`config.mk`:
```
export PLATFORM = sky130hd
export DESIGN_NAME = stc_segment
export DESIGN_NICKNAME = d
export VERILOG_FILES = /design/src/hw/rtl/stc_pkg.sv /design/src/hw/rtl/stc_segment.sv
export SDC_FILE = /design/constraint.sdc
export NUM_CORES = 1
export LEC_CHECK = 0
export ABC_AREA = 1
export BUFFER_PORTS_ARGS = -buffer_cell sky130_fd_sc_hd__buf_2
export CORE_MARGIN = 3
export CORE_UTILIZATION = 45
export DETAILED_ROUTE_END_ITERATION = 16
export GPL_ROUTABILITY_DRIVEN = 0
export GPL_TIMING_DRIVEN = 1
export PLACE_DENSITY = 0.74
export SLEW_MARGIN = 20
export SYNTH_ARGS = -nofsm -noshare
export SYNTH_HDL_FRONTEND = slang
export SYNTH_SLANG_ARGS = --single-unit
```
`constraint.sdc`:
```
create_clock -name clk -period 5.6 [get_ports clk]
set_clock_uncertainty 0.1 [all_clocks]
set_input_delay 1.12 -clock clk [delete_from_list [all_inputs] [get_ports clk]]
set_output_delay 1.12 -clock clk [all_outputs]
set_load 0.03 [all_outputs]
```
`src/hw/rtl/stc_pkg.sv`:
```
`timescale 1ns / 1ps
// ----------------------------------------------------------------------------
// stc_pkg
// Shared types and constants of the scalar to RGB colour map core.
// ----------------------------------------------------------------------------
package stc_pkg;

  localparam int STC_SAMPLE_BITS   = 16;
  localparam int STC_FRACTION_BITS = 16;
  localparam int COLOR_W           = 8;

  // configuration register indexes
  localparam int CFG_INDEX_W = 2;
  localparam logic [CFG_INDEX_W-1:0] REG_RANGE_MIN  = 2'd0;
  localparam logic [CFG_INDEX_W-1:0] REG_RANGE_MAX  = 2'd1;
  localparam logic [CFG_INDEX_W-1:0] REG_MAP_SELECT = 2'd2;

  // reset values, truncated to the sample width where used
  localparam logic signed [31:0] RANGE_MIN_RESET = -32'sd32768;
  localparam logic signed [31:0] RANGE_MAX_RESET = 32'sd32767;

  // sample classes
  localparam logic [1:0] CLS_BELOW = 2'd0;
  localparam logic [1:0] CLS_ABOVE = 2'd1;
  localparam logic [1:0] CLS_RAMP  = 2'd2;

  // segment numbers
  localparam int SEG_W = 3;
  localparam logic [SEG_W-1:0] SEG1 = 3'd1;
  localparam logic [SEG_W-1:0] SEG2 = 3'd2;
  localparam logic [SEG_W-1:0] SEG3 = 3'd3;
  localparam logic [SEG_W-1:0] SEG4 = 3'd4;
  localparam logic [SEG_W-1:0] SEG5 = 3'd5;
  localparam logic [SEG_W-1:0] SEG6 = 3'd6;

  localparam logic [COLOR_W-1:0] COLOR_MAX  = 8'd255;
  localparam logic [COLOR_W-1:0] COLOR_HALF = 8'd128;
  localparam logic [COLOR_W-1:0] COLOR_OFF  = 8'd0;

  typedef struct packed {
    logic [1:0] cls;
    logic       sym;
  } stc_ctrl_t;

endpackage

```
`src/hw/rtl/stc_segment.sv`:
```
`timescale 1ns / 1ps
// ----------------------------------------------------------------------------
// stc_segment
// Picks the sixth of the scale that holds t and the ramp position in it.
// ----------------------------------------------------------------------------
module stc_segment import stc_pkg::*; #(
  parameter int FRACTION_BITS = STC_FRACTION_BITS
) (
  input  logic                   clk,
  input  logic                   rst,
  input  logic                   up_valid,
  output logic                   up_ready,
  input  logic [FRACTION_BITS:0] quot,
  input  stc_ctrl_t              ctrl_in,
  output logic                   dn_valid,
  input  logic                   dn_ready,
  output logic [SEG_W-1:0]       seg,
  output logic [FRACTION_BITS:0] ramp,
  output stc_ctrl_t              ctrl_out
);

  localparam int SIX_W = FRACTION_BITS + 3;

  logic [SIX_W-1:0] six;
  logic [SEG_W-1:0] seg_m1;
  logic [SIX_W-1:0] base;
  logic [SIX_W-1:0] ramp_full;
  stc_ctrl_t        ctrl;

  assign six = {quot, 2'b00} + {1'b0, quot, 1'b0};

  // ties at a boundary stay in the lower segment
  always_comb begin
    seg_m1 = '0;
    for (int k = 1; k < 6; k++) begin
      if (six > (SIX_W'(k) << FRACTION_BITS)) begin
        seg_m1 = seg_m1 + SEG_W'(1);
      end
    end
  end

  assign base      = SIX_W'(seg_m1) << FRACTION_BITS;
  assign ramp_full = six - base;

  always_comb begin
    ctrl = ctrl_in;
    if (ctrl_in.cls == CLS_RAMP && quot == '0) begin
      ctrl.cls = CLS_BELOW;
    end
  end

  assign up_ready = !dn_valid || dn_ready;

  always_ff @(posedge clk) begin
    if (rst) begin
      dn_valid <= 1'b0;
    end else if (up_ready) begin
      dn_valid <= up_valid;
    end
  end

  always_ff @(posedge clk) begin
    if (up_ready && up_valid) begin
      seg      <= seg_m1 + SEG_W'(1);
      ramp     <= ramp_full[FRACTION_BITS:0];
      ctrl_out <= ctrl;
    end
  end

endmodule

```
==> metrics <==
crit-path max cell delay 0.40 ns; sum of routed wire segments on met1 about 2400 µm; number of antenna violations at the first check in global routing 0; std cell rows 26; Leakage ~1.6 nW; Data arrival, critical path 5.10 ns; GRT overflow 0; Synth Area in XOR/XNOR 0.7121%; Main synth FF type sky130_fd_sc_hd__edfxtp_1; post-route minimum period approximately 5.2 ns; async set or reset register ratio after synthesis 0%; Setup crit end kind flop; initial standard-cell utilization of the core a little under half; clk_lat worst skew between 0.2 and 0.3 ns; total number of vias about 2300; Die Y ~80 µm; routed wire length 5125 µm; Synth Register Bits 23; instance area after placement between 2000 and 3000 µm²; Layout area overhead 16.33%; overall fraction of global-route tracks in use around 17%; library cell with the highest instance count after synthesis sky130_fd_sc_hd__nand2_1; crit-path max FO 4; Top Metal Used met4; number of slew-limit violations in the final report 0; Post-Layout Inst Area 2861 µm²; post-detailed-route via-to-cell ratio just under 5; buffers and inverters on the worst path 6; portion of the post-synthesis area used by sequential elements 27.67%; fraction of final layout cells sized beyond drive strength 1 a little over a fifth; maximum vdd ir drop between 0.0001 and 0.00015 V; H-Tree Depth 1; synthesized instance count between 300 and 400; multiplexer fraction of the synthesized cell area 0%; 1st-pass router iterations 4; number of ports placed on the die boundary between 40 and 50; slowest stage cell on the critical path sky130_fd_sc_hd__fa_1; CTS Hold Buffers Added 0; Buffers on Ports 47; distinct cell type count of the synthesized netlist 29; routed wire length on met2 around 2400 µm; clk buf depth 2; post-synthesis cell type with the largest combined area sky130_fd_sc_hd__edfxtp_1; number of maximum-capacitance violations 0; worst setup slack before clock tree synthesis -0.006427 ns; die width around 80 µm; dominant delay contributor by cell family on the critical path simple AND/OR/NAND/NOR gates; worst setup slack for register-to-register paths around 4.2 ns; Compound-Gate Fraction of Synth Area ~5.6%; Final Setup Violations 0; result of the run completed; Post-route DRC 0; TritonCTS buffer count 3; simple-gate share of the synthesized area 37.64%; pin count of the biggest net entering global routing 23; Slew headroom between 50% and 60%; Antenna Cells 0; final number of hold-violating endpoints 0; TritonCTS clock tree done; First DRT Iteration DRCs 145; measured slew at the worst slew-check pin roughly 0.65 ns; required time of the critical path between 5 and 6 ns; share of synthesized cell area in full adder, half adder and majority cells 15.56%; Root Buffer sky130_fd_sc_hd__clkbuf_8; main area contributors after synthesis sky130_fd_sc_hd__edfxtp_1 27%, sky130_fd_sc_hd__nand2_1 16%, sky130_fd_sc_hd__ha_1 15%; share of the clock period used by the worst path after layout ~92%; total number of nets in the final design between 400 and 500; post-detailed-route wirelength per cell 10.70 µm; synth cell count leaders 108 x sky130_fd_sc_hd__nand2_1, 78 x sky130_fd_sc_hd__inv_1, 31 x sky130_fd_sc_hd__nand3_1; main combinational cell family by area after synthesis simple AND/OR/NAND/NOR gates; die area 6390 µm²; kind of critical path input pin to flop; post-layout worst setup margin 0.4217 ns; cell type with the highest occurrence count on the critical path sky130_fd_sc_hd__nand2_1; Synth Cell Area 2460 µm²; EDFF count, synth 22; highest achievable clock rate between 150 and 200 MHz; Reg clk slew, reported paths 0.08 ns; type of the tightest min-delay check flop to flop; antenna violation net count after detailed routing 0; Post-Synthesis Mean Instance Area between 6 and 7 µm²; number of clock sinks seen by CTS 23; power per standard cell area about 240 nW/µm²; category of the worst setup path launch point input pin; number of global-route vias before repair between 2000 and 2500; RSZ-0062 raised after global routing false; HPWL reported at the end of detailed placement ~4500 µm; area of the placeable core approximately 5200 µm²; met3 routed wirelength 269 µm; Synth Net Count 414; top cell type's share of synthesized area between 20% and 30%; total of warnings raised by yosys 0; first-pass GRT wire length a little under 9000 µm
-- power breakdown --
group / leakage [nW] / internal, mW / switching [mW] / total [mW]
Clock: 0.0217 / 0.0502 / 0.0501 / 0.100
Sequential: 0.221 / 0.223 / 0.00517 / 0.228
Combinational: 1.35 / 0.115 / 0.231 / 0.346
Total: 1.59 / 0.388 / 0.286 / 0.674
-- through the flow --
stage          cells  setup TNS [ns]  power (mW)  hold slack, ns  util [%]
6_report         479               0      0.6744          0.4457     54.98
5_1_grt          479               0      0.7319          0.4804     54.98
4_1_cts          479               0      0.6701          0.4203     54.25
3_5_place_dp     475       -0.006427      0.5692          0.4086     53.32
3_3_place_gp     475               0      0.5600          0.3878     53.32
2_1_floorplan    360               0      0.4916          0.7318         -
-- tightest hold or removal path, cell delays in order, from the launching register on --
cell                      delay (ns)
sky130_fd_sc_hd__dfxtp_1        0.35
sky130_fd_sc_hd__nand2_1        0.10
sky130_fd_sc_hd__a21oi_1        0.06
-- sequential cells by signal, indices dropped and copies added (netlist names) --
register / flops
ctrl_out: 3
ramp: 16
seg: 3
dn_valid: 1
-- path summary, 6_finish.rpt --
path,start,to,depth (start not counted)
max reg2reg,dn_valid,ctrl_out[1],1
max,quot[1],seg[2],32
min reg2reg,dn_valid,dn_valid,2
min,dn_valid,dn_valid,2
-- per-layer routing --
metal,GRT usage [%],vias up
met5,0,-
met4,4.561,0
met3,2.032,4
met2,28.39,56
met1,21.73,1033
li1,-,1229
-- cells in the final DEF (no fill, tap or decap), types with 2 or more instances in the layout --
cell / synthesis / layout
sky130_fd_sc_hd__nand2_1: 108 / 108
sky130_fd_sc_hd__inv_1: 78 / 77
sky130_fd_sc_hd__buf_2: 0 / 47
sky130_fd_sc_hd__nand3_1: 31 / 31
sky130_fd_sc_hd__ha_1: 29 / 28
sky130_fd_sc_hd__edfxtp_1: 22 / 22
sky130_fd_sc_hd__nor2_1: 21 / 20
sky130_fd_sc_hd__nand2_2: 13 / 13
sky130_fd_sc_hd__a21oi_1: 13 / 11
sky130_fd_sc_hd__nand4_1: 6 / 6
sky130_fd_sc_hd__nor2_2: 4 / 5
sky130_fd_sc_hd__nand3_2: 6 / 5
sky130_fd_sc_hd__nand3b_1: 5 / 5
sky130_fd_sc_hd__a21oi_2: 2 / 3
sky130_fd_sc_hd__inv_2: 2 / 3
sky130_fd_sc_hd__o21ai_2: 2 / 3
sky130_fd_sc_hd__clkbuf_8: 0 / 3
sky130_fd_sc_hd__xor2_1: 2 / 2
sky130_fd_sc_hd__o21ai_0: 3 / 2
sky130_fd_sc_hd__nand2_4: 2 / 2
-- logic make-up (layout without fill, tap and decap cells) --
logic type / after synthesis / count (layout)
AND/OR/NAND/NOR: 199 / 199
buffers and inverters: 82 / 131
adder cells (fa/ha/maj): 30 / 30
AO/OA/AOI/OAI: 23 / 23
flip-flops: 23 / 23
XOR/XNOR: 2 / 2
other: 1 / 1
-- timing repair --
action                                  CTS  global route
resized for setup                         0             7
endpoints found under the setup margin    0             1
setup buffers                             0             0
endpoints found under the hold margin     0             0
-- area by class of cell --
cell class | count | area [µm²]
multi-input cells | 255 | 1509
clock inverters | 1 | 7.507
flip-flops and latches | 23 | 680.7
clock buffers | 3 | 41.29
fillers | 515 | 2344
repair buffers | 47 | 235.2
well taps | 70 | 87.58
inverters | 80 | 300.3
No activity file was read; power rests on OpenSTA's default activity.
