File: config.mk
export PLATFORM = sky130hd
export DESIGN_NAME = stc_shade
export DESIGN_NICKNAME = d
export VERILOG_FILES = /design/src/hw/rtl/stc_pkg.sv /design/src/hw/rtl/stc_shade.sv
export SDC_FILE = /design/constraint.sdc
export NUM_CORES = 1
export LEC_CHECK = 0
export BUFFER_PORTS_ARGS = -buffer_cell sky130_fd_sc_hd__buf_2
export CAP_MARGIN = 15
export CORE_AREA = 2 2 143 145
export DETAILED_ROUTE_END_ITERATION = 16
export DIE_AREA = 0 0 145 147
export GPL_ROUTABILITY_DRIVEN = 0
export PLACE_DENSITY = 0.67
export SLEW_MARGIN = 40
export SYNTH_ARGS = -nofsm -noshare
export SYNTH_HDL_FRONTEND = slang
export SYNTH_SLANG_ARGS = --single-unit
export TNS_END_PERCENT = 100
File: constraint.sdc
create_clock -name clk -period 7.47 [get_ports clk]
set_input_delay 1.1205 -clock clk [delete_from_list [all_inputs] [get_ports clk]]
set_output_delay 1.1205 -clock clk [all_outputs]
set_load 0.01 [all_outputs]
File: src/hw/rtl/stc_pkg.sv
`timescale 1ns / 1ps
// ----------------------------------------------------------------------------
// stc_pkg
// Shared types and constants of the scalar to RGB colour map core.
// ----------------------------------------------------------------------------
package stc_pkg;

  localparam int STC_SAMPLE_BITS   = 16;
  localparam int STC_FRACTION_BITS = 16;
  localparam int COLOR_W           = 8;

  // configuration register indexes
  localparam int CFG_INDEX_W = 2;
  localparam logic [CFG_INDEX_W-1:0] REG_RANGE_MIN  = 2'd0;
  localparam logic [CFG_INDEX_W-1:0] REG_RANGE_MAX  = 2'd1;
  localparam logic [CFG_INDEX_W-1:0] REG_MAP_SELECT = 2'd2;

  // reset values, truncated to the sample width where used
  localparam logic signed [31:0] RANGE_MIN_RESET = -32'sd32768;
  localparam logic signed [31:0] RANGE_MAX_RESET = 32'sd32767;

  // sample classes
  localparam logic [1:0] CLS_BELOW = 2'd0;
  localparam logic [1:0] CLS_ABOVE = 2'd1;
  localparam logic [1:0] CLS_RAMP  = 2'd2;

  // segment numbers
  localparam int SEG_W = 3;
  localparam logic [SEG_W-1:0] SEG1 = 3'd1;
  localparam logic [SEG_W-1:0] SEG2 = 3'd2;
  localparam logic [SEG_W-1:0] SEG3 = 3'd3;
  localparam logic [SEG_W-1:0] SEG4 = 3'd4;
  localparam logic [SEG_W-1:0] SEG5 = 3'd5;
  localparam logic [SEG_W-1:0] SEG6 = 3'd6;

  localparam logic [COLOR_W-1:0] COLOR_MAX  = 8'd255;
  localparam logic [COLOR_W-1:0] COLOR_HALF = 8'd128;
  localparam logic [COLOR_W-1:0] COLOR_OFF  = 8'd0;

  typedef struct packed {
    logic [1:0] cls;
    logic       sym;
  } stc_ctrl_t;

endpackage

File: src/hw/rtl/stc_shade.sv
`timescale 1ns / 1ps
// ----------------------------------------------------------------------------
// stc_shade
// Ramp to colour bytes, map selection and the output register.
// ----------------------------------------------------------------------------
module stc_shade import stc_pkg::*; #(
  parameter int FRACTION_BITS = STC_FRACTION_BITS
) (
  input  logic                   clk,
  input  logic                   rst,
  input  logic                   up_valid,
  output logic                   up_ready,
  input  logic [SEG_W-1:0]       seg,
  input  logic [FRACTION_BITS:0] ramp,
  input  stc_ctrl_t              ctrl,
  output logic                   dn_valid,
  input  logic                   dn_ready,
  output logic [COLOR_W-1:0]     red,
  output logic [COLOR_W-1:0]     green,
  output logic [COLOR_W-1:0]     blue
);

  localparam int P_W = FRACTION_BITS + 10;
  localparam logic [FRACTION_BITS+1:0] ONE = (FRACTION_BITS+2)'(1) << FRACTION_BITS;

  logic [FRACTION_BITS+1:0] ramp_ext;
  logic [P_W-1:0]           rise_p;
  logic [P_W-1:0]           fall_p;
  logic [P_W-1:0]           up_p;
  logic [P_W-1:0]           down_p;
  logic [COLOR_W-1:0]       rise;
  logic [COLOR_W-1:0]       fall;
  logic [COLOR_W-1:0]       half_up;
  logic [COLOR_W-1:0]       half_down;
  logic [COLOR_W-1:0]       r_next;
  logic [COLOR_W-1:0]       g_next;
  logic [COLOR_W-1:0]       b_next;

  assign ramp_ext = {1'b0, ramp};

  // exact truncation of 255 * fraction, ramp lies in [0, ONE]
  assign rise_p = P_W'(ramp_ext) * P_W'(COLOR_MAX);
  assign fall_p = P_W'(ONE - ramp_ext) * P_W'(COLOR_MAX);
  assign up_p   = P_W'(ramp_ext + ONE) * P_W'(COLOR_MAX);
  assign down_p = P_W'((ONE << 1) - ramp_ext) * P_W'(COLOR_MAX);

  assign rise      = rise_p[FRACTION_BITS +: COLOR_W];
  assign fall      = fall_p[FRACTION_BITS +: COLOR_W];
  assign half_up   = up_p[FRACTION_BITS+1 +: COLOR_W];
  assign half_down = down_p[FRACTION_BITS+1 +: COLOR_W];

  always_comb begin
    r_next = COLOR_OFF;
    g_next = COLOR_OFF;
    b_next = COLOR_OFF;
    if (ctrl.cls == CLS_BELOW) begin
      b_next = COLOR_HALF;
    end else if (ctrl.cls == CLS_ABOVE) begin
      if (ctrl.sym) begin
        r_next = COLOR_HALF;
      end else begin
        r_next = COLOR_MAX;
        g_next = COLOR_MAX;
        b_next = COLOR_MAX;
      end
    end else begin
      case (seg)
        SEG1: begin
          b_next = half_up;
        end
        SEG2: begin
          g_next = rise;
          b_next = COLOR_MAX;
        end
        SEG3: begin
          r_next = ctrl.sym ? rise : COLOR_OFF;
          g_next = COLOR_MAX;
          b_next = ctrl.sym ? COLOR_MAX : fall;
        end
        SEG4: begin
          r_next = ctrl.sym ? COLOR_MAX : rise;
          g_next = COLOR_MAX;
          b_next = ctrl.sym ? fall : COLOR_OFF;
        end
        SEG5: begin
          r_next = COLOR_MAX;
          g_next = fall;
        end
        default: begin
          r_next = ctrl.sym ? half_down : COLOR_MAX;
          g_next = ctrl.sym ? COLOR_OFF : rise;
          b_next = ctrl.sym ? COLOR_OFF : rise;
        end
      endcase
    end
  end

  assign up_ready = !dn_valid || dn_ready;

  always_ff @(posedge clk) begin
    if (rst) begin
      dn_valid <= 1'b0;
    end else if (up_ready) begin
      dn_valid <= up_valid;
    end
  end

  always_ff @(posedge clk) begin
    if (up_ready && up_valid) begin
      red   <= r_next;
      green <= g_next;
      blue  <= b_next;
    end
  end

endmodule

==> results_dict.tcl, run 1 <==
set metrics [dict create \
    status "completed" \
    area_growth_pct 8.86 \
    cp_data_arrival_time_ns 7.09 \
    async_flop_share_pct 0 \
    fin_crit_sh_pct 93.5 \
    drv_slew 0 \
    drive_gt1_share_pct 8.84 \
    cts_root_buf "clkbuf_16" \
    mostFrequentLayoutCells "inv_1, fa_1, ha_1" \
    holdWs_ns 0.509 \
    numPortBuffers 52 \
    rsz0062_at_grt "false" \
    min_period_ns 6.99 \
    num-nets-final 1452 \
    cp-start-kind "input pin" \
    timing.final.hold_violations 0 \
    coreArea_um2 19800 \
    track_usage_pct 21.5 \
    grt_max_degree 25 \
    met1_length_um 9560 \
    relSlewSlack_pct 46.4 \
    die_h_um 147 \
    multi_input_area_um2 8000 \
    htreeDepth 1 \
    fmax_mhz 143 \
    start_util_pct 49.1 \
    crit_type "input pin to register" \
    wl_met3_um 1130 \
    die_w_um 145 \
    skew_ns 0.00971 \
    setup_viol 0 \
    antenna_found_initial 0 \
    wl_per_cell_um 15.6 \
    dr_wl_met2_um 10500 \
    cts_buffers 3 \
    cts_sinks 25 \
    rows 52 \
    min_path_type "register to register" \
    tritoncts "done" \
    drt-vias-per-instance 5.25 \
    clk_latency_ns 0.26 \
    seq_area_frac_synth_pct 7.60 \
    num_vias 7243 \
    antennaDiodeCount 0 \
    layout_commonest_cell "inv_1" \
    grt_pass1_vias 7572 \
    drv_cap 0 \
    synth_area_um2 9740 \
    grt_pass1_wl_um 37300 \
    drc 0 \
    ys_ff_latch 25 \
    pin_count 53 \
    synthFlopType "edfxtp_1" \
    worst_slew_pin_slew_ns 0.796 \
    worstPathRequired_ns 7.57 \
    fill_cells 1792 \
    synthesis.nets 1376 \
    syn_inst 1034 \
    fin_tns_setup_ns 0 \
    syn_avg_cell_area_um2 9.42 \
    synth_edf_count 24 \
    path_max_fanout 4 \
    overflow 0 \
    first_pass_iters 6 \
    regArea_um2 741 \
    fp.dieArea_um2 21300 \
    yosysUniqueCellTypes 64 \
    wl_um 21500 \
    clk_pin_slew_ns 0.07 \
    synth_warnings 0 \
    highest_layer "met4" \
    cts_hold_buf 0 \
    dp_hpwl_um 19200 \
    cts_buffer_depth 2 \
    drtIter0Drc 452 \
    cp-end-kind "register" \
    drtAntennaViolNets 0 \
]
==> synth_stat cells (all sizes together), types with 14 or more instances <==
| master | count | share of area, % |
|---|---|---|
| a21oi | 42 | 2.2 |
| nor2 | 47 | 1.8 |
| ha | 134 | 17 |
| xor2 | 17 | 1.6 |
| nand2 | 40 | 1.5 |
| o21ai | 42 | 2.2 |
| fa | 181 | 37 |
| inv | 260 | 10 |
| edfxtp | 24 | 7.4 |
| nand3 | 14 | 0.72 |
| nor3 | 18 | 0.92 |
| xnor2 | 49 | 4.6 |
| a211oi | 14 | 1.2 |
==> timing repair <==
action                                  4_1_cts  5_1_grt
resized for setup                             0        2
setup buffers                                 0        1
hold endpoints to repair                      0        0
endpoints found under the setup margin        0       10
==> registers in the layout (all words and copies together) (netlist names) <==
signal,count
blue,8
dn_valid,1
green,8
red,8
==> through the flow <==
| stage | setup slack (ns) | std cells | instance area [um^2] | utilization, % |
|---|---|---|---|---|
| floorplan | 0.480 | 1034 | 9740 | - |
| global placement | 0.149 | 1373 | 10500 | 52.9 |
| detailed placement | 0.0168 | 1374 | 10500 | 53.0 |
| CTS | 0.264 | 1378 | 10600 | 53.4 |
| global route | 0.0590 | 1379 | 10600 | 53.4 |
| finish | 0.483 | 1379 | 10600 | 53.4 |
==> kinds of logic after synthesis <==
kind of cell	after synthesis	synth area share, %
compound gates	179	12.2
flops	25	7.60
buf+inv	271	10.4
xor+xnor	66	6.17
fa+ha+maj	318	54.7
simple gates	175	8.91
==> layout make-up <==
| type | count | area share (%) |
|---|---|---|
| timing repair buffer | 80 | 4.41 |
| tap | 270 | 3.19 |
| inverter | 262 | 9.27 |
| sequential | 25 | 6.99 |
| clock buffer | 4 | 0.743 |
| multi-input combinational | 738 | 75.4 |
==> routing by layer <==
layer	vias up	track usage (%)
met4	0	3.07
met3	17	1.52
met1	3527	30.6
li1	3499	-
met2	200	37.3
met5	-	0
==> worst max-delay path: stages <==
cell,delay (ns)
buf_2,0.10
inv_1,0.13
ha_1,0.17
and2b_1,0.19
nand3_1,0.16
nor2_2,0.17
nand3_1,0.16
nor2_2,0.17
xnor2_1,0.15
inv_1,0.16
fa_1,0.55
fa_1,0.52
inv_1,0.05
fa_1,0.47
inv_1,0.05
fa_1,0.52
inv_1,0.04
ha_1,0.32
a211oi_1,0.28
o21ai_0,0.17
o211ai_1,0.19
buf_4,0.17
a311oi_1,0.06
or3_1,0.39
xor2_1,0.24
a32oi_1,0.10
a22oi_1,0.24
==> worst paths after layout <==
| check | from | to | slack (ns) | cells after the start |
|---|---|---|---|---|
| setup / recovery | ramp[1] | blue[5] | 0.48 | 27 |
| hold / removal | dn_valid | dn_valid | 0.51 | 2 |
| setup reg to reg | dn_valid | red[2] | 6.15 | 2 |
| hold reg to reg | dn_valid | dn_valid | 0.51 | 2 |
Power of run 1 is not shown: default switching activity piles up to over one toggle a cycle in this logic, so the estimate is an artifact.
==> run 2, diff against run 1 <==
CTS_CLUSTER_DIAMETER = 200   (was default)
GPL_TIMING_DRIVEN = 0   (was default)
==> run 2 against run 1 <==
  * Routed wire length decreased by 1.3%
  * Die area unchanged
  * Largest cell class unchanged
  * Clock skew decreased by 0.0049 ns
  * Worst setup slack got worse by 0.12 ns
  * Critical endpoint is now red[7]
  * Flip-flop and latch count unchanged
  * First-iteration DRC count increased by 7.5%
  * Non-clock buffer count decreased by 18
  * Highest routed layer unchanged
==> results_dict.tcl, run 2 (synthesized netlist as in run 1, its figures left out) <==
set metrics [dict create \
    drc 0 \
    cp-start-kind "input pin" \
    holdPathStages 2 \
    dp_hpwl_um 18700 \
    drive_gt1_share_pct 8.52 \
    drv_cap 0 \
    r2r_start "dn_valid" \
    clk_pin_slew_ns 0.06 \
    rows 52 \
    grt_max_degree 25 \
    setup_ws_ns 0.361 \
    holdWs_ns 0.513 \
    slowest_delay_ns 0.57 \
    mostFrequentLayoutCells "inv_1, fa_1, ha_1" \
    grt-busiest-layer "met2" \
    crit_chain "buf_2 -> clkinvlp_4 -> ha_1 -> and3_1 -> and3_1 -> nand3_2 -> nor2_2 -> xnor2_1 -> inv_1 -> fa_1 -> fa_1 -> fa_1 -> inv_1 -> fa_1 -> ha_1 -> or4_1 -> nor2_1 -> a31o_2 -> o31ai_2 -> and4_4 -> o311a_1 -> a211oi_1" \
    grt_use_met3_pct 2.48 \
    num_vias 7242 \
    antenna_found_initial 0 \
    overflow 0 \
    path_max_fanout 8 \
    dpl_cell_area_um2 10300 \
    num-nets-final 1434 \
    cts_sinks 25 \
    fin_area_um2 10600 \
    htreeDepth 1 \
    start_util_pct 49.1 \
    area_growth_pct 8.45 \
    die_w_um 145 \
    drtAntennaViolNets 0 \
    grt_pass1_vias 7462 \
    met1_usage_pct 28.1 \
    crit_slowest_cell "fa_1" \
    crit_top_cell "fa_1" \
    setup_viol 0 \
    fmax_mhz 141 \
    worst_r2r_path_depth 2 \
    hold_path.startpoint "dn_valid" \
    holdPathEnd "dn_valid" \
    cts_hold_buf 0 \
    track_usage_pct 20.6 \
    drtIter0Drc 486 \
    fin_crit_sh_pct 95.2 \
    rsz0062_at_grt "false" \
    relSlewSlack_pct 36.8 \
    tritoncts "done" \
    status "completed" \
    layout_commonest_cell "inv_1" \
    min_path_type "register to register" \
    timing.final.hold_violations 0 \
    crit_type "input pin to register" \
    min_period_ns 7.11 \
    wl_um 21200 \
    place_ws_ns -0.547 \
    numPortBuffers 52 \
    grt_pass1_wl_um 35900 \
    grt.met2_usage_pct 35.8 \
    worstPathRequired_ns 7.56 \
    worst_slew_pin_slew_ns 0.935 \
    first_pass_iters 6 \
    die_h_um 147 \
    rrSetupSlack_ns 6.19 \
    drt-vias-per-instance 5.32 \
    fin_util_pct 53.2 \
    drv_slew 0 \
    cp-end-kind "register" \
    pin_count 53 \
    wl_per_cell_um 15.6 \
    antennaDiodeCount 0 \
    cts_buffer_depth 2 \
    clk_latency_ns 0.26 \
    coreArea_um2 19800 \
    r2r-end "red[0]" \
    reg.largest.list "blue: 8 flops, green: 8 flops, red: 8 flops" \
    skew_ns 0.00481 \
    fp.dieArea_um2 21300 \
    cts_root_buf "clkbuf_16" \
    cp_data_arrival_time_ns 7.20 \
    cts_buffers 3 \
]
==> run 2: changes by cell type in the layout (fill, tap and decap cells not counted), moves of 2 or more <==
cell / change
a211oi_1: -2
a211oi_2: +2
buf_4: -26
clkbuf_1: +8
clkinvlp_4: +4
inv_1: -7
inv_2: +3
nand3_1: -2
nand3_2: +2
nor2_4: +2
xnor2_1: -5
xnor2_2: +3
xnor2_4: +2
==> run 2: stage by stage <==
stage               TNS, ns  instances
finish                    0       1361
global route              0       1361
CTS                       0       1360
detailed placement    -5.27       1356
global placement      -5.52       1356
floorplan                 0       1034
==> run 2: worst max-delay path: cells and delay by family <==
kind	cells	cell delay, ns
buffers and inverters	4	0.57
AND/OR/NAND/NOR	7	1.54
XOR/XNOR	1	0.46
adder cells (fa/ha/maj)	6	2.58
AO/OA/AOI/OAI	4	0.91
==> run 2: layout make-up <==
class,count,area (um^2)
Clock inverter,1,5.00
Inverter,262,998
Fill cell,1835,9280
Buffer,9,33.8
Multi-Input combinational cell,738,8110
Timing Repair Buffer,53,268
Clock buffer,3,75.1
Sequential cell,25,741
Tap cell,270,338
==> run 2: per-layer routing <==
| metal | share of wire, % | up-vias |
|---|---|---|
| met3 | 5.1 | 34 |
| met5 | 0 | - |
| met2 | 49 | 191 |
| met4 | 2.3 | 0 |
| li1 | - | 3466 |
| met1 | 44 | 3551 |
==> run 2: worst max-delay path by stage <==
| stage | start | to | cells past startpoint |
|---|---|---|---|
| floorplan | ramp[4] | blue[5] | 24 |
| global placement | ramp[2] | blue[5] | 26 |
| detailed placement | ramp[2] | blue[7] | 26 |
| CTS | ramp[4] | green[5] | 24 |
| global route | ramp[0] | green[5] | 24 |
| finish | ramp[4] | red[7] | 22 |
==> run 2: timing repair <==
action / CTS / global route
buffers inserted: 0 / 1
pin swaps: 0 / 4
gates resized for setup: 6 / 21
setup endpoints to repair: 12 / 16
Power of run 2 is left out for the same reason.
