File: src/hw/rtl/stc_pkg.sv
`timescale 1ns / 1ps
// ----------------------------------------------------------------------------
// stc_pkg
// Shared types and constants of the scalar to RGB colour map core.
// ----------------------------------------------------------------------------
package stc_pkg;

  localparam int STC_SAMPLE_BITS   = 16;
  localparam int STC_FRACTION_BITS = 16;
  localparam int COLOR_W           = 8;

  // configuration register indexes
  localparam int CFG_INDEX_W = 2;
  localparam logic [CFG_INDEX_W-1:0] REG_RANGE_MIN  = 2'd0;
  localparam logic [CFG_INDEX_W-1:0] REG_RANGE_MAX  = 2'd1;
  localparam logic [CFG_INDEX_W-1:0] REG_MAP_SELECT = 2'd2;

  // reset values, truncated to the sample width where used
  localparam logic signed [31:0] RANGE_MIN_RESET = -32'sd32768;
  localparam logic signed [31:0] RANGE_MAX_RESET = 32'sd32767;

  // sample classes
  localparam logic [1:0] CLS_BELOW = 2'd0;
  localparam logic [1:0] CLS_ABOVE = 2'd1;
  localparam logic [1:0] CLS_RAMP  = 2'd2;

  // segment numbers
  localparam int SEG_W = 3;
  localparam logic [SEG_W-1:0] SEG1 = 3'd1;
  localparam logic [SEG_W-1:0] SEG2 = 3'd2;
  localparam logic [SEG_W-1:0] SEG3 = 3'd3;
  localparam logic [SEG_W-1:0] SEG4 = 3'd4;
  localparam logic [SEG_W-1:0] SEG5 = 3'd5;
  localparam logic [SEG_W-1:0] SEG6 = 3'd6;

  localparam logic [COLOR_W-1:0] COLOR_MAX  = 8'd255;
  localparam logic [COLOR_W-1:0] COLOR_HALF = 8'd128;
  localparam logic [COLOR_W-1:0] COLOR_OFF  = 8'd0;

  typedef struct packed {
    logic [1:0] cls;
    logic       sym;
  } stc_ctrl_t;

endpackage

File: src/hw/rtl/stc_div_cell.sv
`timescale 1ns / 1ps
// ----------------------------------------------------------------------------
// stc_div_cell
// One restoring divider cell: a trial subtract yielding one quotient bit.
// ----------------------------------------------------------------------------
module stc_div_cell import stc_pkg::*; #(
  parameter int SAMPLE_BITS   = STC_SAMPLE_BITS,
  parameter int FRACTION_BITS = STC_FRACTION_BITS,
  parameter bit SHIFT         = 1'b1
) (
  input  logic                     clk,
  input  logic                     rst,
  input  logic                     up_valid,
  output logic                     up_ready,
  input  logic [SAMPLE_BITS:0]     rem_in,
  input  logic [SAMPLE_BITS-1:0]   span_in,
  input  logic [FRACTION_BITS:0]   quot_in,
  input  stc_ctrl_t                ctrl_in,
  output logic                     dn_valid,
  input  logic                     dn_ready,
  output logic [SAMPLE_BITS:0]     rem_out,
  output logic [SAMPLE_BITS-1:0]   span_out,
  output logic [FRACTION_BITS:0]   quot_out,
  output stc_ctrl_t                ctrl_out
);

  logic [SAMPLE_BITS:0] trial;
  logic [SAMPLE_BITS:0] span_ext;
  logic                 fits;

  // remainder stays below span, so doubling never overflows
  assign trial    = SHIFT ? {rem_in[SAMPLE_BITS-1:0], 1'b0} : rem_in;
  assign span_ext = {1'b0, span_in};
  assign fits     = (trial >= span_ext);

  assign up_ready = !dn_valid || dn_ready;

  always_ff @(posedge clk) begin
    if (rst) begin
      dn_valid <= 1'b0;
    end else if (up_ready) begin
      dn_valid <= up_valid;
    end
  end

  always_ff @(posedge clk) begin
    if (up_ready && up_valid) begin
      rem_out  <= fits ? (trial - span_ext) : trial;
      span_out <= span_in;
      quot_out <= {quot_in[FRACTION_BITS-1:0], fits};
      ctrl_out <= ctrl_in;
    end
  end

endmodule

File: config.mk
export PLATFORM = sky130hd
export DESIGN_NAME = stc_div_cell
export DESIGN_NICKNAME = d
export VERILOG_FILES = /design/src/hw/rtl/stc_pkg.sv /design/src/hw/rtl/stc_div_cell.sv
export SDC_FILE = /design/constraint.sdc
export NUM_CORES = 1
export LEC_CHECK = 0
export ABC_AREA = 1
export BUFFER_PORTS_ARGS = -buffer_cell sky130_fd_sc_hd__buf_2
export CAP_MARGIN = 0
export CORE_MARGIN = 5
export CORE_UTILIZATION = 30
export DETAILED_ROUTE_END_ITERATION = 7
export MAX_ROUTING_LAYER = met4
export PLACE_DENSITY_LB_ADDON = 0.25
export SLEW_MARGIN = 20
export SYNTH_ARGS = -nofsm -noshare
export SYNTH_HDL_FRONTEND = slang
export SYNTH_SLANG_ARGS = --single-unit
File: constraint.sdc
create_clock -name clk -period 7.35 [get_ports clk]
set_clock_uncertainty 0.1 [all_clocks]
set_input_delay 0.735 -clock clk [delete_from_list [all_inputs] [get_ports clk]]
set_output_delay 0.735 -clock clk [all_outputs]
set_load 0.03 [all_outputs]
==> run_results.csv, run 1 <==
group,metric,value,unit
cells_and_area,seqCellArea,1610,sq um
clock_tree,cts_made_buffers,5,
yosys,synth_top_family_by_area,"simple AND/OR/NAND/NOR gates",
pwr,vdd_drop_max,0.0000739,V
clock_tree,post_cts_resized,0,
worst_setup_path,worstPathCellList,"buf_2 -> inv_1 -> ha_1 -> nand2_1 -> nand2_1 -> a21oi_1 -> o21ai_2 -> nor2_4 -> nand2_4 -> nand3_1 -> nand2_1",
status,status,"finished, final reports clean",
floorplan,ios,112,
detailed_routing,vias_per_cell,4.26,
worst_setup_path,cp_data_required_time,7320,ps
yosys,synth_xor_area_share,2.02,%
yosys,synth_commonest_cells,"114 x nand2_1, 63 x inv_1, 53 x edfxtp_1",
floorplan,coreArea,9820,sq um
yosys,synth_ff_type,"edfxtp_1",
worst_setup_path,worstSetupEndpointType,"flip-flop",
worst_hold_path,worstHoldPathType,"reg -> reg",
detailed_routing,wirelength,7700,microns
sta,maxSlewHeadroom,62.0,%
global_route,grt_pass1_wl,12800,microns
yosys,synthSimpleGateAreaFrac,25.7,%
yosys,syn-num-nets,413,
worst_setup_path,critical_path.slowest_cell,"nor2_4",
yosys,async_flop_share,0,%
worst_setup_path,cp_max_fo,18,
worst_setup_path,max_stage_delay,450,ps
place,io_buffers,109,
cells_and_area,areaGrowthSynthToFinish,27.1,%
detailed_routing,wl_per_cell,13.1,microns
cells_and_area,layout.nets,527,
global_route,grt_start_max_net_pins,39,
sta,fmax,0.384,GHz
clock_tree,cts_setup_buffers,0,
cells_and_area,final_core_util,39.2,%
detailed_routing,drt-initial-drc-count,60,
cells_and_area,drive_gt1_share,28.9,%
pwr,powerDensity,205,nW/um^2
clock_tree,root_buffer,"clkbuf_8",
floorplan,std_cell_rows,36,
detailed_routing,drcViolationCount,0,
yosys,synth_top_cell_area_share,52.5,%
global_route,antenna_found_initial,0,
flow_run,drv_cap,0,
worst_setup_path,path_common_cell,"nand2_1",
pwr,p_leak,0.00198,uW
worst_setup_path,worstSetupPathType,"in -> reg",
floorplan,dieWidth,110,microns
global_route,grt_use_total,13.1,%
sta,fin_setup_tns,0,ps
cells_and_area,antennaDiodeCount,0,
sta,postLayoutSetupSlackWorst,4740,ps
sta,tightest_slew,568,ps
worst_setup_path,crit_arrival,2580,ps
clock_tree,cts.clk_slew.worst_paths,100,ps
detailed_routing,dr.pass1.iters,4,
pwr,p_total,790,uW
clock_tree,cts-htree-levels,2,
place,dpl_worst_slack,4380,ps
floorplan,die_h,110,microns
sta,min_period,2610,ps
floorplan,start_util,30.8,%
yosys,synth.most_common_cell,"nand2_1",
yosys,netlist_area,3030,sq um
global_route,grt_pass1_vias,2585,
worst_setup_path,worst-path-buf-inv,2,
clock_tree,cts_tree,"yes",
worst_setup_path,cp-start-kind,"primary input",
yosys,synth_edf_count,53,
cells_and_area,fill_cells,1060,
clock_tree,ctsHoldBuffers,0,
worst_setup_path,critical-path-top-delay-family,"simple AND/OR/NAND/NOR gates",
yosys,synth_seq_cells,54,
yosys,synth-compound-area-share,2.93,%
sta,setup_viol,0,
sta,slew_viol_final,0,
detailed_routing,vias,2500,
clock_tree,cts_buffer_depth,2,
yosys,ys_seq_area_share,53.2,%
sta,grt_setup_unrepaired,"no",
sta,fin_crit_sh,35.5,%
yosys,synth_mux_area_share,0,%
cells_and_area,multi_input_area,1160,sq um
yosys,synthTopCellsByArea,"edfxtp_1 53%, nand2_1 14%, inv_1 7.8%, ha_1 6.6%, nand3_1 4.6%",
sta,finalHoldViolations,0,
global_route,gr-total-overflow,0,
clock_tree,worstSkewPairLatency,310,ps
yosys,yosysWarnings,0,
yosys,synthCells,339,
yosys,synth_fa_ha_area_share,7.27,%
sta,hold_ws,448,ps
yosys,synth_cell_type_count,29,
clock_tree,cts_sinks,54,
floorplan,die_area,12200,sq um
yosys,synth_top_area_cell,"edfxtp_1",
yosys,avgSynthCellArea,8.94,sq um
place,dp_hpwl,6070,microns
place,gp_congestion,0.801,
detailed_routing,ant_nets,0,
## metrics by stage
step,area [sq um],instances
floorplan,3030,339
global placement,3730,579
detailed placement,3730,579
CTS,3850,587
global route,3850,587
finish,3850,587
## tightest hold or removal path: cells and delay by family (launching register included)
family / cells / cell delay [ps]
AO/OA/AOI/OAI: 1 / 60
flip-flops: 1 / 360
AND/OR/NAND/NOR: 1 / 100
## final cells by class
cell class / count / share of cell area (%)
clock buffers: 5 / 1.79
clock inverters: 3 / 1.24
inverters: 64 / 6.24
multi-input cells: 218 / 30.2
flip-flops and latches: 54 / 41.9
well taps: 133 / 4.32
repair buffers: 110 / 14.4
## metal layers
layer	track usage [%]	up-vias	part of all wire [%]
met5	-	-	0
li1	-	1317	-
met2	21.4	73	46
met4	2.96	0	1.0
met3	3.01	7	5.3
met1	16.7	1103	47
## where the power goes
part | switching [uW] | internal [uW]
Combinational | 140 | 65.1
Sequential | 5.17 | 369
Clock | 107 | 104
## layout by cell type (no fill, tap or decap), drive strengths merged
| cell | count |
|---|---|
| a21oi | 13 |
| and2 | 2 |
| and3 | 1 |
| buf | 110 |
| bufinv | 1 |
| clkbuf | 5 |
| clkinv | 1 |
| dfxtp | 1 |
| edfxtp | 53 |
| fa | 1 |
| ha | 16 |
| inv | 65 |
| nand2 | 117 |
| nand3 | 31 |
| nand3b | 4 |
| nand4 | 3 |
| nor2 | 16 |
| nor3 | 1 |
| o21ai | 4 |
| or2 | 2 |
| xnor2 | 1 |
| xor2 | 6 |
## flip-flops by register name, summed over array words and instances (netlist names)
signal and cells:
ctrl_out 3, dn_valid 1, quot_out 17, rem_out 17, span_out 16
## path summary, 6_finish.rpt
path	cells past startpoint	end	startpoint	slack, ps
min reg2reg	2	dn_valid	dn_valid	450
max	11	rem_out[9]	span_in[14]	4740
min	2	dn_valid	dn_valid	450
max reg2reg	2	rem_out[13]	dn_valid	5540
## cells by family after synthesis
kind of cell,after synthesis
buffers and inverters,67
DFF,54
xor gates and xnor gates,7
adders and majority gates,17
and+or+nand+nor,177
AOI/OAI and AO/OA,17
Power figures use the tool's default switching activity.
==> run 2: changes to the inputs <==
- clock period: 7.35 -> 2.5 ns (I/O delays scaled with it)
==> run 2 against run 1 <==
Compared with the run above: die area unchanged; cell count increased by 2.2%; largest power group unchanged; total power increased to 2.8 times the previous value; combinational power increased to 3.1 times the previous value; non-clock buffer count up 13; wire length is 3.1% higher; flip-flop and latch count did not move; clock power grew 140%; largest cell class unchanged; via count is 2.6% higher; first-iteration DRC count up 47%; worst setup slack got worse by 4100 ps; global-route usage up 0.34 points.
==> run_results.csv, run 2 (synthesis results as in run 1) <==
group,metric,value,unit
worst_setup_path,startpoint,"rem_in[3]",
sta,fin_setup_tns,0,ps
worst_setup_path,worstSetupEndpointType,"flip-flop",
sta,postLayoutSetupSlackWorst,641,ps
worst_setup_path,cp_data_required_time,2470,ps
global_route,antenna_found_initial,0,
cells_and_area,design_area,3960,sq um
sta,fin_crit_sh,74.4,%
cells_and_area,areaGrowthSynthToFinish,30.7,%
clock_tree,worstSkewPairLatency,300,ps
detailed_routing,drt-initial-drc-count,88,
place,gp_congestion,0.799,
worst_setup_path,crit_arrival,1830,ps
sta,hold_ws,17.9,ps
sta,setup_viol,0,
detailed_routing,ant_nets,0,
worst_setup_path,worstSetupPathType,"in -> reg",
detailed_routing,vias_per_cell,4.28,
clock_tree,cts_made_buffers,5,
worst_setup_path,rr_startpoint,"dn_valid",
global_route,grt_pass1_wl,13200,microns
detailed_routing,vias,2565,
sta,slew_viol_final,0,
floorplan,std_cell_rows,36,
clock_tree,cts_tree,"yes",
flow_run,drv_cap,0,
floorplan,dieWidth,110,microns
worst_setup_path,cp-start-kind,"primary input",
sta,fmax,0.538,GHz
floorplan,coreArea,9820,sq um
clock_tree,cts_setup_buffers,0,
cells_and_area,fill_cells,1034,
floorplan,die_h,110,microns
place,post_dp_cell_area,3760,sq um
cells_and_area,antennaDiodeCount,0,
place,dp_cells,581,
floorplan,ios,112,
cells_and_area,top_regs,"quot_out: 17 flops, rem_out: 17 flops, span_out: 16 flops",
status,status,"finished, final reports clean",
floorplan,die_area,12200,sq um
sta,min_period,1860,ps
clock_tree,cts.clk_slew.worst_paths,90,ps
clock_tree,cts_buffer_depth,2,
clock_tree,post_cts_resized,0,
detailed_routing,wirelength,7940,microns
place,io_buffers,109,
cells_and_area,seqCellArea,1610,sq um
cells_and_area,layout_common_cells,"114 x nand2_1, 109 x buf_2, 63 x inv_1",
worst_hold_path,worstHoldPathType,"in -> reg",
detailed_routing,wl_per_cell,13.2,microns
worst_hold_path,hold_path.startpoint,"quot_in[3]",
place,dpl_worst_slack,289,ps
sta,tightest_slew,522,ps
cells_and_area,finalNonFillerCells,600,
sta,grt_setup_unrepaired,"no",
pwr,powerDensity,561,nW/um^2
cells_and_area,layout.nets,540,
global_route,grt_pass1_vias,2620,
cells_and_area,layout.cells.most_common,"nand2_1",
global_route,gr-total-overflow,0,
detailed_routing,dr.pass1.iters,4,
cells_and_area,drive_gt1_share,28.3,%
floorplan,start_util,30.8,%
global_route,grt_use_total,13.5,%
clock_tree,root_buffer,"clkbuf_8",
sta,finalHoldViolations,0,
sta,maxSlewHeadroom,65.1,%
cells_and_area,multi_input_area,1160,sq um
pwr,vdd_drop_max,0.000212,V
clock_tree,cts-htree-levels,2,
worst_setup_path,cp_max_fo,18,
pwr,p_leak,0.00202,uW
place,dp_hpwl,6280,microns
clock_tree,cts_sinks,54,
detailed_routing,drcViolationCount,0,
global_route,grt_start_max_net_pins,41,
run 2: worst max-delay path, cell delays in order:
cell     delay (ps)
buf_2           110
ha_1            350
nand2_1          90
nand2_1         120
inv_1           100
nand2_1          60
nand2_1          90
nand3_2          80
nand2_2         170
nand2_4         200
nand3_1         150
nand2_1          60
run 2: layout make-up:
cell class,count,area share [%]
Inverter,64,6.07
Timing Repair Buffer,123,17.4
Clock inverter,3,0.506
Tap cell,133,4.20
Clock buffer,5,1.74
Multi-Input combinational cell,218,29.3
Sequential cell,54,40.7
run 2: worst paths after layout:
path | slack [ps] | endpoint | depth (start not counted)
worst max-delay path | 640 | rem_out[10] | 12
worst min-delay path | 20 | quot_out[4] | 1
worst max register to register | 980 | quot_out[1] | 2
worst min register to register | 440 | dn_valid | 2
run 2: report_power, final:
group | switching [uW] | total, uW | internal [uW]
logic | 418 | 626 | 208
clock network | 299 | 497 | 198
registers | 15.2 | 1100 | 1080
total | 733 | 2220 | 1490
run 2: per-stage QoR:
| stage | total power (uW) | util (%) |
|---|---|---|
| floorplan | 1550 | - |
| global placement | 1730 | 38.3 |
| detailed placement | 1740 | 38.3 |
| CTS | 2250 | 39.3 |
| global route | 2370 | 40.3 |
| finish | 2220 | 40.3 |
run 2: metal layers:
metal | GRT usage, % | share of wire [%]
met1 | 17.1 | 47
met2 | 22.2 | 48
met3 | 2.74 | 4.8
met4 | 3.04 | 0.93
met5 | - | 0
run 2: timing repair:
action                                  in CTS  in global routing
hold endpoints to repair                     1                 10
endpoints found under the setup margin       0                  0
hold buffers                                 1                 10
==> run 3: changes to the inputs <==
- clock period: 2.5 -> 1.7 ns (I/O delays scaled with it)
==> run 3 against run 2 <==
Compared with the run above: hold slack better by 34 ps; first-iteration DRC count is 58% higher; non-clock buffer count is 70 higher; wire length is 10% higher; via count is 13% higher; die area stayed put; register-to-register slack worse by 510 ps; largest cell class unchanged; largest power group unchanged.
==> run_results.csv, run 3 (synthesis results as in run 1) <==
group,metric,value,unit
detailed_routing,dr.pass1.iters,4,
worst_setup_path,cp_data_required_time,1680,ps
cells_and_area,layout_common_cells,"111 x nand2_1, 109 x buf_2, 63 x inv_1",
detailed_routing,vias,2890,
sta,setup_viol,0,
status,status,"finished, final reports clean",
sta,slew_viol_final,0,
clock_tree,worstSkewPairLatency,310,ps
cells_and_area,areaGrowthSynthToFinish,57.9,%
cells_and_area,layout.cells.most_common,"nand2_1",
detailed_routing,drcViolationCount,0,
cells_and_area,antennaDiodeCount,0,
clock_tree,cts_buffer_depth,2,
sta,fmax,0.625,GHz
cells_and_area,final_core_util,48.7,%
clock_tree,cts_setup_buffers,0,
sta,hold_ws,52.0,ps
worst_setup_path,crit_arrival,1580,ps
clock_tree,cts_sinks,54,
detailed_routing,wirelength,8770,microns
sta,maxSlewHeadroom,76.0,%
flow_run,drv_cap,0,
cells_and_area,layout.nets,612,
clock_tree,cts_tree,"yes",
cells_and_area,fill_cells,971,
pwr,p_total,3540,uW
floorplan,die_h,110,microns
floorplan,dieWidth,110,microns
pwr,powerDensity,740,nW/um^2
worst_setup_path,worstSetupPathType,"in -> reg",
sta,min_period,1600,ps
place,gp_congestion,0.832,
global_route,grt_pass1_vias,2891,
worst_setup_path,cp_max_fo,5,
detailed_routing,drt-initial-drc-count,139,
clock_tree,root_buffer,"clkbuf_8",
worst_setup_path,rrSetupSlack,470,ps
cells_and_area,top_regs,"quot_out: 17 flops, rem_out: 17 flops, span_out: 16 flops",
cells_and_area,seqCellArea,1620,sq um
worst_setup_path,rr_endpoint,"rem_out[0]",
floorplan,coreArea,9820,sq um
clock_tree,cts-htree-levels,2,
worst_hold_path,hold_end,"dn_valid",
worst_hold_path,hold_path.startpoint,"dn_ready",
floorplan,start_util,30.8,%
global_route,antenna_found_initial,0,
detailed_routing,ant_nets,0,
worst_setup_path,rr_startpoint,"dn_valid",
cells_and_area,multi_input_area,1360,sq um
global_route,grt_use_total,14.3,%
worst_setup_path,cp-start-kind,"primary input",
floorplan,die_area,12200,sq um
clock_tree,cts_made_buffers,5,
pwr,p_leak,0.00237,uW
worst_hold_path,whs_path_depth,4,
global_route,gr-total-overflow,0,
sta,fin_setup_tns,0,ps
sta,fin_crit_sh,94.2,%
place,dp_hpwl,6410,microns
worst_hold_path,worstHoldPathType,"in -> reg",
cells_and_area,finalNonFillerCells,672,
sta,tightest_slew,359,ps
floorplan,ios,112,
worst_setup_path,worst_r2r_path_depth,2,
detailed_routing,vias_per_cell,4.30,
cells_and_area,drive_gt1_share,37.5,%
place,dp_cells,625,
clock_tree,cts.clk_slew.worst_paths,90,ps
worst_setup_path,worstSetupEndpointType,"flip-flop",
global_route,grt_start_max_net_pins,54,
place,io_buffers,109,
detailed_routing,wl_per_cell,13.0,microns
sta,finalHoldViolations,0,
global_route,grt_pass1_wl,14100,microns
floorplan,std_cell_rows,36,
pwr,vdd_drop_max,0.000331,V
run 3: cell types whose count changed in the layout (fill, tap and decap cells not counted), moves of 3 or more:
cell           before  now
nand2_2             2    5
nand2_1           114  111
dlygate4sd3_1      11   36
ha_4                0   11
nor2_1             13    9
buf_4               2   45
ha_1               16    4
nor2_2              2    6
run 3: cell type report:
cell class	instances	area share (%)
Tap cell	133	3.48
Inverter	64	5.02
Multi-Input combinational cell	220	28.5
Clock buffer	5	1.44
Clock inverter	3	0.419
Sequential cell	54	33.8
Timing Repair Buffer	193	27.4
run 3: worst max-delay path, cell delays in order:
cell	delay, ps
buf_2	110
ha_1	340
nand2_1	90
inv_1	50
nand2_1	100
a21oi_2	80
nor2_4	320
nand2_4	160
nand3_1	100
nand2_1	50
run 3: where the power goes:
part	switching, uW	internal, uW
logic	682	499
clock network	451	291
registers	22.7	1590
run 3: repair_timing:
item | CTS | global route
resized for setup | 0 | 20
hold endpoints to repair | 36 | 0
hold buffers | 36 | 0
endpoints found under the setup margin | 0 | 14
run 3: per-stage QoR:
step	setup WS, ps	cell area (sq um)
detailed placement	-290	4170
global placement	-282	4170
CTS	60.2	4620
global route	-11.3	4780
finish	98.9	4780
floorplan	-117	3110
run 3: routing by layer:
metal | track usage, % | wire length [microns] | up-vias
met4 | 2.46 | 26 | 0
met2 | 24.2 | 4290 | 85
met5 | - | 0 | -
met1 | 17.8 | 3990 | 1317
met3 | 3.34 | 456 | 4
li1 | - | - | 1484
run 3: worst max path at each step:
stage	end	from	slack, ps
floorplan	ctrl_out[0]	dn_valid	-120
global placement	rem_out[8]	rem_in[1]	-280
detailed placement	rem_out[1]	span_in[5]	-290
CTS	rem_out[8]	rem_in[1]	60
global route	rem_out[14]	span_in[14]	-10
finish	rem_out[10]	rem_in[10]	100
